--- config.mk ---
export PLATFORM = sky130hd
export DESIGN_NAME = line_junction_classifier_unit
export DESIGN_NICKNAME = d
export VERILOG_FILES = /design/src/ljc_pkg.sv /design/src/ljc_step.sv /design/src/line_junction_classifier_unit.sv
export VERILOG_INCLUDE_DIRS = /design/src /design/src/src
export SDC_FILE = /design/constraint.sdc
export NUM_CORES = 1
export LEC_CHECK = 0
export ABC_AREA = 1
export BUFFER_PORTS_ARGS = -buffer_cell sky130_fd_sc_hd__buf_2
export CAP_MARGIN = 20
export CORE_MARGIN = 8
export CORE_UTILIZATION = 50
export CTS_BUF_LIST = sky130_fd_sc_hd__clkbuf_16
export CTS_CLUSTER_SIZE = 28
export DETAILED_ROUTE_END_ITERATION = 16
export PLACE_DENSITY = 0.66
export SKIP_LAST_GASP = 1
export SYNTH_ARGS = -nofsm -noshare
export SYNTH_HDL_FRONTEND = slang
export SYNTH_SLANG_ARGS = --single-unit
--- constraint.sdc ---
create_clock -name aclk -period 5.5 [get_ports aclk]
set_clock_uncertainty 0.2 [all_clocks]
set_input_delay 1.375 -clock aclk [delete_from_list [all_inputs] [get_ports aclk]]
set_output_delay 1.375 -clock aclk [all_outputs]
set_load 0.02 [all_outputs]
--- src/line_junction_classifier_unit_defines.svh ---
// Assertion macros used by the line junction classifier top level.
`ifndef LINE_JUNCTION_CLASSIFIER_UNIT_DEFINES_SVH
`define LINE_JUNCTION_CLASSIFIER_UNIT_DEFINES_SVH

// Same-cycle implication, checked out of reset.
`define LJC_ASSERT_NOW(label, clk, rstn, ante, cons, msg) \
    label: assert property (@(posedge clk) disable iff (!(rstn)) \
        (ante) |-> (cons)) else $error(msg);

// Next-cycle implication, checked out of reset.
`define LJC_ASSERT_NEXT(label, clk, rstn, ante, cons, msg) \
    label: assert property (@(posedge clk) disable iff (!(rstn)) \
        (ante) |=> (cons)) else $error(msg);

`endif

--- src/ljc_pkg.sv ---
// Types and constants of the line junction classifier.
`default_nettype none

package ljc_pkg;

    localparam int SAMPLE_W = 8;
    localparam int SUM_W    = 9;
    localparam int TIME_W   = 11;
    localparam int MASK_W   = 4;
    localparam int CFG_INDEX_W = 3;
    localparam int CFG_DATA_W  = 11;

    localparam logic [TIME_W-1:0] TIME_MAX = {TIME_W{1'b1}};

    // Junction mask codes
    localparam logic [MASK_W-1:0] MASK_NONE    = 4'b0000;
    localparam logic [MASK_W-1:0] MASK_LEFT    = 4'b0001;
    localparam logic [MASK_W-1:0] MASK_RIGHT   = 4'b0010;
    localparam logic [MASK_W-1:0] MASK_FORWARD = 4'b0100;
    localparam logic [MASK_W-1:0] MASK_DEAD    = 4'b1000;

    // Configuration register indexes
    typedef enum logic [CFG_INDEX_W-1:0] {
        CFG_OFF_LINE_LEVEL       = 3'd0,
        CFG_JUNCTION_START_LEVEL = 3'd1,
        CFG_BOTH_BRANCHES_LEVEL  = 3'd2,
        CFG_DRIVE_LEVEL          = 3'd3,
        CFG_JUNCTION_TIME_LIMIT  = 3'd4
    } cfg_index_t;

    // Configuration reset values
    localparam logic [SUM_W-1:0]    RST_OFF_LINE_LEVEL       = 9'd125;
    localparam logic [SUM_W-1:0]    RST_JUNCTION_START_LEVEL = 9'd340;
    localparam logic [SUM_W-1:0]    RST_BOTH_BRANCHES_LEVEL  = 9'd415;
    localparam logic [SAMPLE_W-1:0] RST_DRIVE_LEVEL          = 8'd128;
    localparam logic [TIME_W-1:0]   RST_JUNCTION_TIME_LIMIT  = 11'd150;

    typedef struct packed {
        logic                kind;
        logic [SAMPLE_W-1:0] left_sample;
        logic [SAMPLE_W-1:0] right_sample;
    } in_word_t;

    typedef struct packed {
        logic [SAMPLE_W-1:0] left_drive;
        logic [SAMPLE_W-1:0] right_drive;
        logic [MASK_W-1:0]   junction_mask;
    } out_word_t;

    typedef struct packed {
        logic [SUM_W-1:0]    off_line_level;
        logic [SUM_W-1:0]    junction_start_level;
        logic [SUM_W-1:0]    both_branches_level;
        logic [SAMPLE_W-1:0] drive_level;
        logic [TIME_W-1:0]   junction_time_limit;
    } cfg_t;

    typedef struct packed {
        logic                tracking_junction;
        logic [TIME_W-1:0]   time_in_mode;
        logic [SUM_W-1:0]    peak_sum;
        logic [SAMPLE_W-1:0] left_at_peak;
        logic [SAMPLE_W-1:0] right_at_peak;
    } track_state_t;

endpackage

`default_nettype wire

--- src/ljc_step.sv ---
// One-word step logic: next tracking state, junction mask and steering drives.
`default_nettype none

module ljc_step
    import ljc_pkg::*;
(
    input  wire in_word_t     word,
    input  wire cfg_t         cfg,
    input  wire track_state_t state,
    output track_state_t      state_next,
    output logic              has_result,
    output out_word_t         result
);

    logic [SUM_W-1:0]         sum;
    logic                     lost;
    logic [MASK_W-1:0]        mask;
    track_state_t             peak_upd;
    logic signed [SUM_W-1:0]  diff;
    logic signed [SUM_W-1:0]  diff_adj;
    logic signed [SUM_W-1:0]  quarter;
    logic signed [SUM_W:0]    base;
    logic signed [SUM_W:0]    left_raw;
    logic signed [SUM_W:0]    right_raw;

    assign sum  = {1'b0, word.left_sample} + {1'b0, word.right_sample};
    assign lost = (sum < cfg.off_line_level);

    // Fold the current sample into the peak record
    always_comb begin
        peak_upd = state;
        if (sum > state.peak_sum) begin
            peak_upd.peak_sum      = sum;
            peak_upd.left_at_peak  = word.left_sample;
            peak_upd.right_at_peak = word.right_sample;
        end
    end

    // Advance tracking state and classify
    always_comb begin
        state_next = state;
        mask       = MASK_NONE;
        has_result = 1'b0;
        if (word.kind) begin
            // tick: saturating millisecond count
            if (state.time_in_mode != TIME_MAX) begin
                state_next.time_in_mode = state.time_in_mode + 1'b1;
            end
        end else begin
            has_result = 1'b1;
            if (!state.tracking_junction) begin
                if (lost) begin
                    mask = MASK_DEAD;
                end
                if (sum > cfg.junction_start_level) begin
                    state_next.tracking_junction = 1'b1;
                    state_next.time_in_mode      = '0;
                    state_next.peak_sum          = '0;
                    state_next.left_at_peak      = '0;
                    state_next.right_at_peak     = '0;
                end
            end else begin
                state_next = peak_upd;
                if (lost || (state.time_in_mode > cfg.junction_time_limit)) begin
                    if (peak_upd.peak_sum > cfg.both_branches_level) begin
                        mask = MASK_LEFT | MASK_RIGHT;
                    end else if (peak_upd.left_at_peak > peak_upd.right_at_peak) begin
                        mask = MASK_LEFT;
                    end else begin
                        mask = MASK_RIGHT;
                    end
                    if (!lost) begin
                        mask = mask | MASK_FORWARD;
                    end
                    state_next.tracking_junction = 1'b0;
                    state_next.time_in_mode      = '0;
                end
            end
        end
    end

    // Steering correction: quarter of the difference, truncated toward zero
    assign diff     = $signed({1'b0, word.left_sample}) - $signed({1'b0, word.right_sample});
    assign diff_adj = diff[SUM_W-1] ? (diff + 9'sd3) : diff;
    assign quarter  = diff_adj >>> 2;
    assign base     = $signed({2'b00, cfg.drive_level});
    assign left_raw  = base - {quarter[SUM_W-1], quarter};
    assign right_raw = base + {quarter[SUM_W-1], quarter};

    // Saturate drives, zero while reporting a junction
    always_comb begin
        result.junction_mask = mask;
        if (mask != MASK_NONE) begin
            result.left_drive  = '0;
            result.right_drive = '0;
        end else begin
            if (left_raw[SUM_W]) begin
                result.left_drive = '0;
            end else if (left_raw[SUM_W-1:SAMPLE_W] != '0) begin
                result.left_drive = '1;
            end else begin
                result.left_drive = left_raw[SAMPLE_W-1:0];
            end
            if (right_raw[SUM_W]) begin
                result.right_drive = '0;
            end else if (right_raw[SUM_W-1:SAMPLE_W] != '0) begin
                result.right_drive = '1;
            end else begin
                result.right_drive = right_raw[SAMPLE_W-1:0];
            end
        end
    end

endmodule

`default_nettype wire

--- src/line_junction_classifier_unit.sv ---
// Top level of the line junction classifier: registers, handshakes and configuration.
`default_nettype none

// Line junction classifier. Each input word is either a sensor sample pair
// or a one millisecond tick. Samples and ticks are taken one per clock
// unless a sample waits on a full output register: a word is captured in an
// input register, processed by the single-pass step logic, and a sample's
// result is loaded into the output register when the word advances; ticks
// produce no result word. The output register frees as soon as m_ready takes
// its word, so back-to-back words flow at one per cycle unless the result
// side stalls. Configuration writes are always ready and take effect on the
// following clock; write them only while no word is in flight.
module line_junction_classifier_unit
    import ljc_pkg::*;
(
    input  wire                   aclk,
    input  wire                   aresetn,
    // input words
    input  wire                   s_valid,
    output logic                  s_ready,
    input  wire in_word_t         s_data,
    // result words
    output logic                  m_valid,
    input  wire                   m_ready,
    output out_word_t             m_data,
    // configuration writes
    input  wire                   cfg_valid,
    output logic                  cfg_ready,
    input  wire [CFG_INDEX_W-1:0] cfg_index,
    input  wire [CFG_DATA_W-1:0]  cfg_data
);

`include "line_junction_classifier_unit_defines.svh"

    cfg_t         cfg_reg;
    track_state_t state_reg;
    track_state_t state_next;
    in_word_t     in_word_reg;
    logic         in_valid_reg;
    out_word_t    out_word_reg;
    logic         out_valid_reg;
    logic         step_has_result;
    out_word_t    step_result;
    logic         out_free;
    logic         advance;

    ljc_step u_step (
        .word       (in_word_reg),
        .cfg        (cfg_reg),
        .state      (state_reg),
        .state_next (state_next),
        .has_result (step_has_result),
        .result     (step_result)
    );

    // Handshake control
    assign out_free  = !out_valid_reg || m_ready;
    assign advance   = in_valid_reg && (in_word_reg.kind || out_free);
    assign s_ready   = !in_valid_reg || advance;
    assign cfg_ready = 1'b1;
    assign m_valid   = out_valid_reg;
    assign m_data    = out_word_reg;

    // Configuration registers
    always_ff @(posedge aclk) begin
        if (!aresetn) begin
            cfg_reg.off_line_level       <= RST_OFF_LINE_LEVEL;
            cfg_reg.junction_start_level <= RST_JUNCTION_START_LEVEL;
            cfg_reg.both_branches_level  <= RST_BOTH_BRANCHES_LEVEL;
            cfg_reg.drive_level          <= RST_DRIVE_LEVEL;
            cfg_reg.junction_time_limit  <= RST_JUNCTION_TIME_LIMIT;
        end else if (cfg_valid && cfg_ready) begin
            case (cfg_index)
                CFG_OFF_LINE_LEVEL:       cfg_reg.off_line_level <= cfg_data[SUM_W-1:0];
                CFG_JUNCTION_START_LEVEL: cfg_reg.junction_start_level <= cfg_data[SUM_W-1:0];
                CFG_BOTH_BRANCHES_LEVEL:  cfg_reg.both_branches_level <= cfg_data[SUM_W-1:0];
                CFG_DRIVE_LEVEL:          cfg_reg.drive_level <= cfg_data[SAMPLE_W-1:0];
                CFG_JUNCTION_TIME_LIMIT:  cfg_reg.junction_time_limit <= cfg_data[TIME_W-1:0];
                default: begin
                end
            endcase
        end
    end

    // Input register: capture a word whenever the stage is free
    always_ff @(posedge aclk) begin
        if (!aresetn) begin
            in_valid_reg <= 1'b0;
        end else if (s_ready) begin
            in_valid_reg <= s_valid;
        end
    end

    always_ff @(posedge aclk) begin
        if (s_valid && s_ready) begin
            in_word_reg <= s_data;
        end
    end

    // Tracking state: update once per processed word
    always_ff @(posedge aclk) begin
        if (!aresetn) begin
            state_reg <= '0;
        end else if (advance) begin
            state_reg <= state_next;
        end
    end

    // Output register: load sample results, drop on acceptance
    always_ff @(posedge aclk) begin
        if (!aresetn) begin
            out_valid_reg <= 1'b0;
        end else if (advance && step_has_result) begin
            out_valid_reg <= 1'b1;
        end else if (m_ready) begin
            out_valid_reg <= 1'b0;
        end
    end

    always_ff @(posedge aclk) begin
        if (advance && step_has_result) begin
            out_word_reg <= step_result;
        end
    end

    `LJC_ASSERT_NOW(a_report_zero_drive, aclk, aresetn,
        m_valid && (m_data.junction_mask != MASK_NONE),
        (m_data.left_drive == '0) && (m_data.right_drive == '0),
        "junction reported with nonzero drive")
    `LJC_ASSERT_NOW(a_forward_with_branch, aclk, aresetn,
        m_valid && ((m_data.junction_mask & MASK_FORWARD) != MASK_NONE),
        (m_data.junction_mask & (MASK_LEFT | MASK_RIGHT)) != MASK_NONE,
        "forward reported without a side branch")
    `LJC_ASSERT_NOW(a_dead_end_alone, aclk, aresetn,
        m_valid && ((m_data.junction_mask & MASK_DEAD) != MASK_NONE),
        m_data.junction_mask == MASK_DEAD,
        "dead end reported together with junction bits")
    `LJC_ASSERT_NEXT(a_exit_clears_time, aclk, aresetn,
        advance && state_reg.tracking_junction && !state_next.tracking_junction,
        state_reg.time_in_mode == '0,
        "leaving junction mode did not clear the time count")

endmodule

`default_nettype wire
==> results of run 1 <==
==> layout by cell type, fill, tap and decap left out, drive strengths merged, types with 37 or more instances in the layout <==
master  synthesis  routed
inv           158     161
dfxtp          85      85
o21ai          54      54
buf            16      61
nand3          53      53
nand2         250     250
ha             90      90
nor2           98      98
a21oi         108     108
edfxtp         37      37
==> routing by layer <==
metal	global-route usage [%]	up-vias
met4	6.66	0
met1	24.9	3131
met5	0	-
li1	-	3638
met3	4.01	29
met2	32.4	155
==> cell usage after synthesis, types with 2 or more instances <==
cell type / count
inv_2: 3
buf_4: 3
fa_1: 4
o21ai_0: 54
nor2_1: 91
o211ai_1: 31
o31ai_1: 2
clkbuf_1: 14
nor2_2: 7
a21oi_2: 2
o21bai_1: 2
edfxtp_1: 37
o21a_1: 5
buf_2: 7
nor3_1: 8
nand2_1: 239
xnor2_1: 3
nand4_1: 20
nand2_4: 2
a21oi_1: 105
inv_1: 155
dfxtp_1: 85
nand3b_1: 4
nand2_2: 9
buf_1: 2
nand3_1: 47
ha_1: 90
a31oi_1: 3
buf_6: 4
xor2_1: 17
and2_1: 4
nand3_2: 6
==> metrics by stage <==
| step | hold slack, ns | worst slack [ns] | total power (uW) | instances |
|---|---|---|---|---|
| after floorplan | 0.235 | 1.44 | 1550 | 1075 |
| after global placement | 0.249 | 0.810 | 1710 | 1320 |
| after detailed placement | 0.253 | 0.734 | 1720 | 1320 |
| after CTS | 0.262 | 0.707 | 2770 | 1352 |
| after global routing | 0.276 | 0.199 | 2920 | 1353 |
| final | 0.262 | 0.648 | 2750 | 1353 |
==> cells by family after synthesis <==
kind of cell               after synthesis
and+or+nand+nor                        439
AOI/OAI and AO/OA                      209
buffers and inverters                  190
DFF                                    122
adders and majority gates               94
xor gates and xnor gates                20
other                                    1
==> worst max-delay path by stage <==
stage / from / end / slack [ns] / depth (start not counted)
after floorplan: in_word_reg[8] / m_data[0] / 1.44 / 24
after global placement: in_word_reg[3] / m_data[0] / 0.81 / 22
after detailed placement: in_word_reg[8] / m_data[0] / 0.73 / 24
after CTS: in_word_reg[3] / m_data[0] / 0.71 / 24
after global routing: in_word_reg[3] / m_data[1] / 0.20 / 25
final: in_word_reg[3] / m_data[0] / 0.65 / 24
==> worst min-delay path: cells and delay by family, from the launching register on <==
kind / cells / cell delay (ns)
AO/OA/AOI/OAI: 1 / 0.05
AND/OR/NAND/NOR: 1 / 0.06
flip-flops: 1 / 0.31
==> area by class of cell <==
type | instances | share of cell area, %
Sequential cell | 122 | 31.2
Inverter | 159 | 6.61
Timing Repair Buffer | 61 | 3.53
Clock buffer | 17 | 4.71
Clock inverter | 15 | 1.40
Multi-Input combinational cell | 763 | 49.6
Tap cell | 216 | 2.99
==> power groups by stage <==
stage	clock, uW	sequential (uW)	combinational [uW]
6_report	1040	988	723
5_1_grt	1100	992	831
4_1_cts	1060	988	721
3_5_place_dp	0	1010	716
3_3_place_gp	0	1010	707
2_1_floorplan	0	1010	537
==> flow_metrics.env, run 1 <==
export IMPL_antenna_left=0
export IMPL_m1WireLength_um=9020
export IMPL_cap_violations=0
export IMPL_synth_flop_cell="dfxtp_1"
export IMPL_synth_xor_area_share_pct=2.18
export IMPL_routed_wl_um=19000
export IMPL_worstHoldStart="state_reg[23]"
export IMPL_yosysWarnings=0
export IMPL_p_comb_share_pct=26.2
export IMPL_required_ns=5.45
export IMPL_synthArstFlopShare_pct=0
export IMPL_end_kind="flop"
export IMPL_fp_row_count=46
export IMPL_clock_sinks=122
export IMPL_top_layer_used="met4"
export IMPL_synth_top_area_share_pct=21.1
export IMPL_largest_reg_flops=46
export IMPL_worst_pin_slew_ns=0.908
export IMPL_crit_top_cell="nand2_1"
export IMPL_r2r_start="in_word_reg[3]"
export IMPL_postCtsHoldBufs=0
export IMPL_syn_inst=1075
export IMPL_wl_met2_um=8660
export IMPL_synth_seq_cells=122
export IMPL_power_switching_uw=920
export IMPL_layout_nets=1254
export IMPL_die_w_um=143
export IMPL_antenna_found_initial=0
export IMPL_synth_area_leaders="dfxtp_1, ha_1, edfxtp_1, nand2_1, inv_1"
export IMPL_num_fill_cells=1530
export IMPL_slew_violations=0
export IMPL_path_class="flop to flop"
export IMPL_p_clk_share_pct=37.9
export IMPL_crit_chain="inv_1, ha_1, inv_1, a21oi_1, nand2_1, nand3_1, nand2_1, a21boi_0, inv_1, ha_1, nand2_1, nor2_1, nand3_1, nand3_1, nand2_1, buf_4, nand2_1, o21ai_0, ha_1, nand2_1, nor2_1, nand3_1, o21ai_0, a21oi_1"
export IMPL_critPathSlowestCell="ha_1"
export IMPL_grt_overflow_total=0
export IMPL_finalSetupViolations=0
export IMPL_cts_made_buffers=17
export IMPL_seqPwrFrac_pct=35.9
export IMPL_final_area_um2=9030
export IMPL_gp_congestion=0.899
export IMPL_placed_cell_area_um2=8460
export IMPL_synth_fa_ha_area_share_pct=15.0
export IMPL_switching_share_pct=33.4
export IMPL_path_max_fanout=40
export IMPL_finalSetupTns_ns=0
export IMPL_yosysUniqueCellTypes=42
export IMPL_final_util_pct=57.0
export IMPL_path_delay_family="simple AND/OR/NAND/NOR gates"
export IMPL_dr_first_iter_drc_count=329
export IMPL_hold_viol_final=0
export IMPL_synth_top_family_by_area="simple AND/OR/NAND/NOR gates"
export IMPL_cts_resized_gates=0
export IMPL_route_met3_wl_um=1040
export IMPL_fin_crit_sh_pct=88.2
export IMPL_grt_usage_pct=19.6
export IMPL_drc=0
export IMPL_synth_nets=1205
export IMPL_leakage_uw=0.00418
export IMPL_min_period_ns=4.85
export IMPL_holdCritPathClass="flop to flop"
export IMPL_cts_htree_levels=4
export IMPL_irDropWorstVdd_mv=0.218
export IMPL_drive_above_1_share_pct=11.0
export IMPL_clkTransAtPathRegs_ns=0.06
export IMPL_multi_input_area_um2=4480
export IMPL_whs_path_depth=2
export IMPL_grt_setup_unrepaired="false"
export IMPL_slowest_delay_ns=0.44
export IMPL_clock_path_buffers=2
export IMPL_crit_arrival_ns=4.81
export IMPL_post_cts_setup_buffer_count=0
export IMPL_core_area_um2=15800
export IMPL_clkLatencyLatePin_ns=0.42
export IMPL_synth_edf_count=37
export IMPL_startpoint_type="flop"
export IMPL_drt_first_pass_iters=5
export IMPL_syn_to_final_growth_pct=12.2
export IMPL_die_area_um2=20400
export IMPL_vias=6953
export IMPL_cellPowerDensity_nw_per_um2=305
export IMPL_synth_compound_area_share_pct=14.8
export IMPL_via_per_inst=5.14
export IMPL_r2r_cells=24
export IMPL_p_int_uw=1830
export IMPL_regToRegEndpoint="m_data[0]"
export IMPL_fp_dieH_um=143
export IMPL_holdPathEnd="state_reg[23]"
export IMPL_dpl_hpwl_um=14500
export IMPL_reg2reg_slack_ns=0.65
export IMPL_start_util_pct=50.8
export IMPL_pin_count=59
export IMPL_cts_tree="built"
export IMPL_synth_seq_area_share_pct=35.0
export IMPL_cp_num_buf_inv=4
export IMPL_register_area_um2=2810
export IMPL_io_buffers=57
export IMPL_max_clock_freq_mhz=206
export IMPL_postSynthAreaPerCell_um2=7.49
export IMPL_syn_area_um2=8050
export IMPL_maxSlewHeadroom_pct=39.4
export IMPL_insertedDiodeCount=0
export IMPL_run_status="finished clean"
export IMPL_grt_pass1_vias=6588
export IMPL_synth_mux_area_share_pct=0
export IMPL_grt_max_degree=49
export IMPL_yosys_area_top_type="dfxtp_1"
export IMPL_wl_per_cell_um=14.1
export IMPL_clockRootBuffer="clkbuf_16"
export IMPL_grt_first_pass_wirelength_um=31700
export IMPL_synth_simple_area_share_pct=23.5
No activity file was read; power rests on OpenSTA's default activity.
==> inputs of run 2 (changes only) <==
==> constraint.sdc (replaced) <==
create_clock -name aclk -period 6.2 [get_ports aclk]
set_clock_uncertainty 0.2 [all_clocks]
set_input_delay 1.55 -clock aclk [delete_from_list [all_inputs] [get_ports aclk]]
set_output_delay 1.55 -clock aclk [all_outputs]
set_load 0.02 [all_outputs]
==> flow_metrics.env, run 2 (synthesis results as in run 1) <==
export IMPL_run_status="finished clean"
export IMPL_cellPowerDensity_nw_per_um2=276
export IMPL_path_max_fanout=49
export IMPL_antenna_found_initial=0
export IMPL_startpoint_type="flop"
export IMPL_final_common_cell="nand2_1"
export IMPL_start_util_pct=50.8
export IMPL_drc=0
export IMPL_p_comb_share_pct=25.7
export IMPL_insertedDiodeCount=0
export IMPL_final_cell_mix="nand2_1, inv_1, a21oi_1, nor2_1, ha_1"
export IMPL_pin_count=59
export IMPL_instances_no_fill=1351
export IMPL_maxSlewHeadroom_pct=32.5
export IMPL_path_class="flop to flop"
export IMPL_dr_first_iter_drc_count=469
export IMPL_antenna_left=0
export IMPL_post_cts_setup_buffer_count=0
export IMPL_clock_path_buffers=2
export IMPL_layout_nets=1252
export IMPL_max_clock_freq_mhz=212
export IMPL_final_util_pct=57.1
export IMPL_irDropWorstVdd_mv=0.208
export IMPL_cts_tree="built"
export IMPL_clockRootBuffer="clkbuf_16"
export IMPL_finalSetupTns_ns=0
export IMPL_grt_pass1_vias=6480
export IMPL_fp_row_count=46
export IMPL_syn_to_final_growth_pct=12.4
export IMPL_hold_viol_final=0
export IMPL_wl_per_cell_um=13.9
export IMPL_via_per_inst=5.06
export IMPL_vias=6833
export IMPL_p_int_uw=1680
export IMPL_placed_cell_area_um2=8460
export IMPL_clkLatencyLatePin_ns=0.43
export IMPL_cts_resized_gates=0
export IMPL_gp_congestion=0.931
export IMPL_num_fill_cells=1460
export IMPL_holdCritPathClass="flop to flop"
export IMPL_routed_wl_um=18800
export IMPL_min_period_ns=4.71
export IMPL_required_ns=6.15
export IMPL_cts_made_buffers=17
export IMPL_seqPwrFrac_pct=35.1
export IMPL_grt_usage_pct=19.3
export IMPL_postCtsHoldBufs=0
export IMPL_dpl_cell_count=1319
export IMPL_die_w_um=143
export IMPL_switching_share_pct=32.8
export IMPL_die_area_um2=20400
export IMPL_finalSetupViolations=0
export IMPL_final_area_um2=9040
export IMPL_power_switching_uw=817
export IMPL_fin_crit_sh_pct=76.0
export IMPL_grt_setup_unrepaired="false"
export IMPL_grt_overflow_total=0
export IMPL_p_clk_share_pct=39.2
export IMPL_end_kind="flop"
export IMPL_io_buffers=57
export IMPL_drt_first_pass_iters=5
export IMPL_leakage_uw=0.00419
export IMPL_grt_max_degree=50
export IMPL_clock_sinks=122
export IMPL_largest_reg_flops=46
export IMPL_grt_first_pass_wirelength_um=31300
export IMPL_slew_violations=0
export IMPL_clkTransAtPathRegs_ns=0.06
export IMPL_core_area_um2=15800
export IMPL_cts_htree_levels=4
export IMPL_crit_arrival_ns=4.66
export IMPL_cap_violations=0
export IMPL_dpl_hpwl_um=14300
export IMPL_fp_dieH_um=143
export IMPL_worst_pin_slew_ns=1.01
export IMPL_drive_above_1_share_pct=10.7
[run 2: cell count changes in the layout (fill, tap and decap cells not counted), sizes merged]
cell and delta:
buf -2, clkbuf +2, clkinvlp -2, clkinv -1, inv +1
[run 2: area by class of cell]
cell class                 count  area, um2  share of cell area, %
multi-input combinational    763       4480                   49.5
timing repair buffer          59        300                   3.32
clock buffer                  19        475                   5.26
sequential                   122       2810                   31.1
clock inverter                13        114                   1.26
tap                          216        270                   2.99
inverter                     159        597                   6.60
[run 2: per-layer routing]
layer  global-route usage, %  vias up  wire length [um]
met5                       0        -                 0
met4                    6.94        0               406
met3                    4.71       26               857
met2                    31.0      144              8470
met1                    24.8     3032              9080
li1                        -     3631                 -
[run 2: through the flow]
| step | power (uW) | worst slack, ns | hold slack (ns) |
|---|---|---|---|
| 2_1_floorplan | 1380 | 2.14 | 0.235 |
| 3_3_place_gp | 1520 | 1.70 | 0.248 |
| 4_1_cts | 2510 | 1.55 | 0.262 |
| 3_5_place_dp | 1530 | 1.57 | 0.253 |
| 6_report | 2490 | 1.49 | 0.260 |
| 5_1_grt | 2640 | 1.04 | 0.274 |
[run 2: path summary, 6_finish.rpt]
check	from	slack, ns	endpoint	depth (start not counted)
worst max-delay path	in_word_reg[11]	1.49	m_data[0]	21
worst min register to register	state_reg[10]	0.26	state_reg[10]	2
worst max register to register	in_word_reg[11]	1.49	m_data[0]	21
worst min-delay path	state_reg[10]	0.26	state_reg[10]	2
[run 2: worst max-delay path, cell delays in order, from the launching register on]
cell	delay (ns)
edfxtp_1	0.43
ha_1	0.47
inv_1	0.13
a21oi_1	0.14
nand2_1	0.09
nand3_1	0.07
nand2_1	0.09
a21boi_0	0.24
inv_1	0.15
ha_1	0.31
nand2_1	0.07
nor2_1	0.17
nand4_1	0.10
nand2_1	0.09
buf_4	0.39
o21ai_0	0.15
ha_1	0.34
nand2_1	0.06
nor2_1	0.14
nand3_1	0.08
o21ai_0	0.36
a21oi_1	0.14
[run 2: power groups by stage]
stage	clock (uW)	combinational, uW	sequential [uW]
final	978	640	876
after global routing	1030	733	879
after CTS	995	642	876
after detailed placement	0	638	893
after global placement	0	631	893
after floorplan	0	476	900
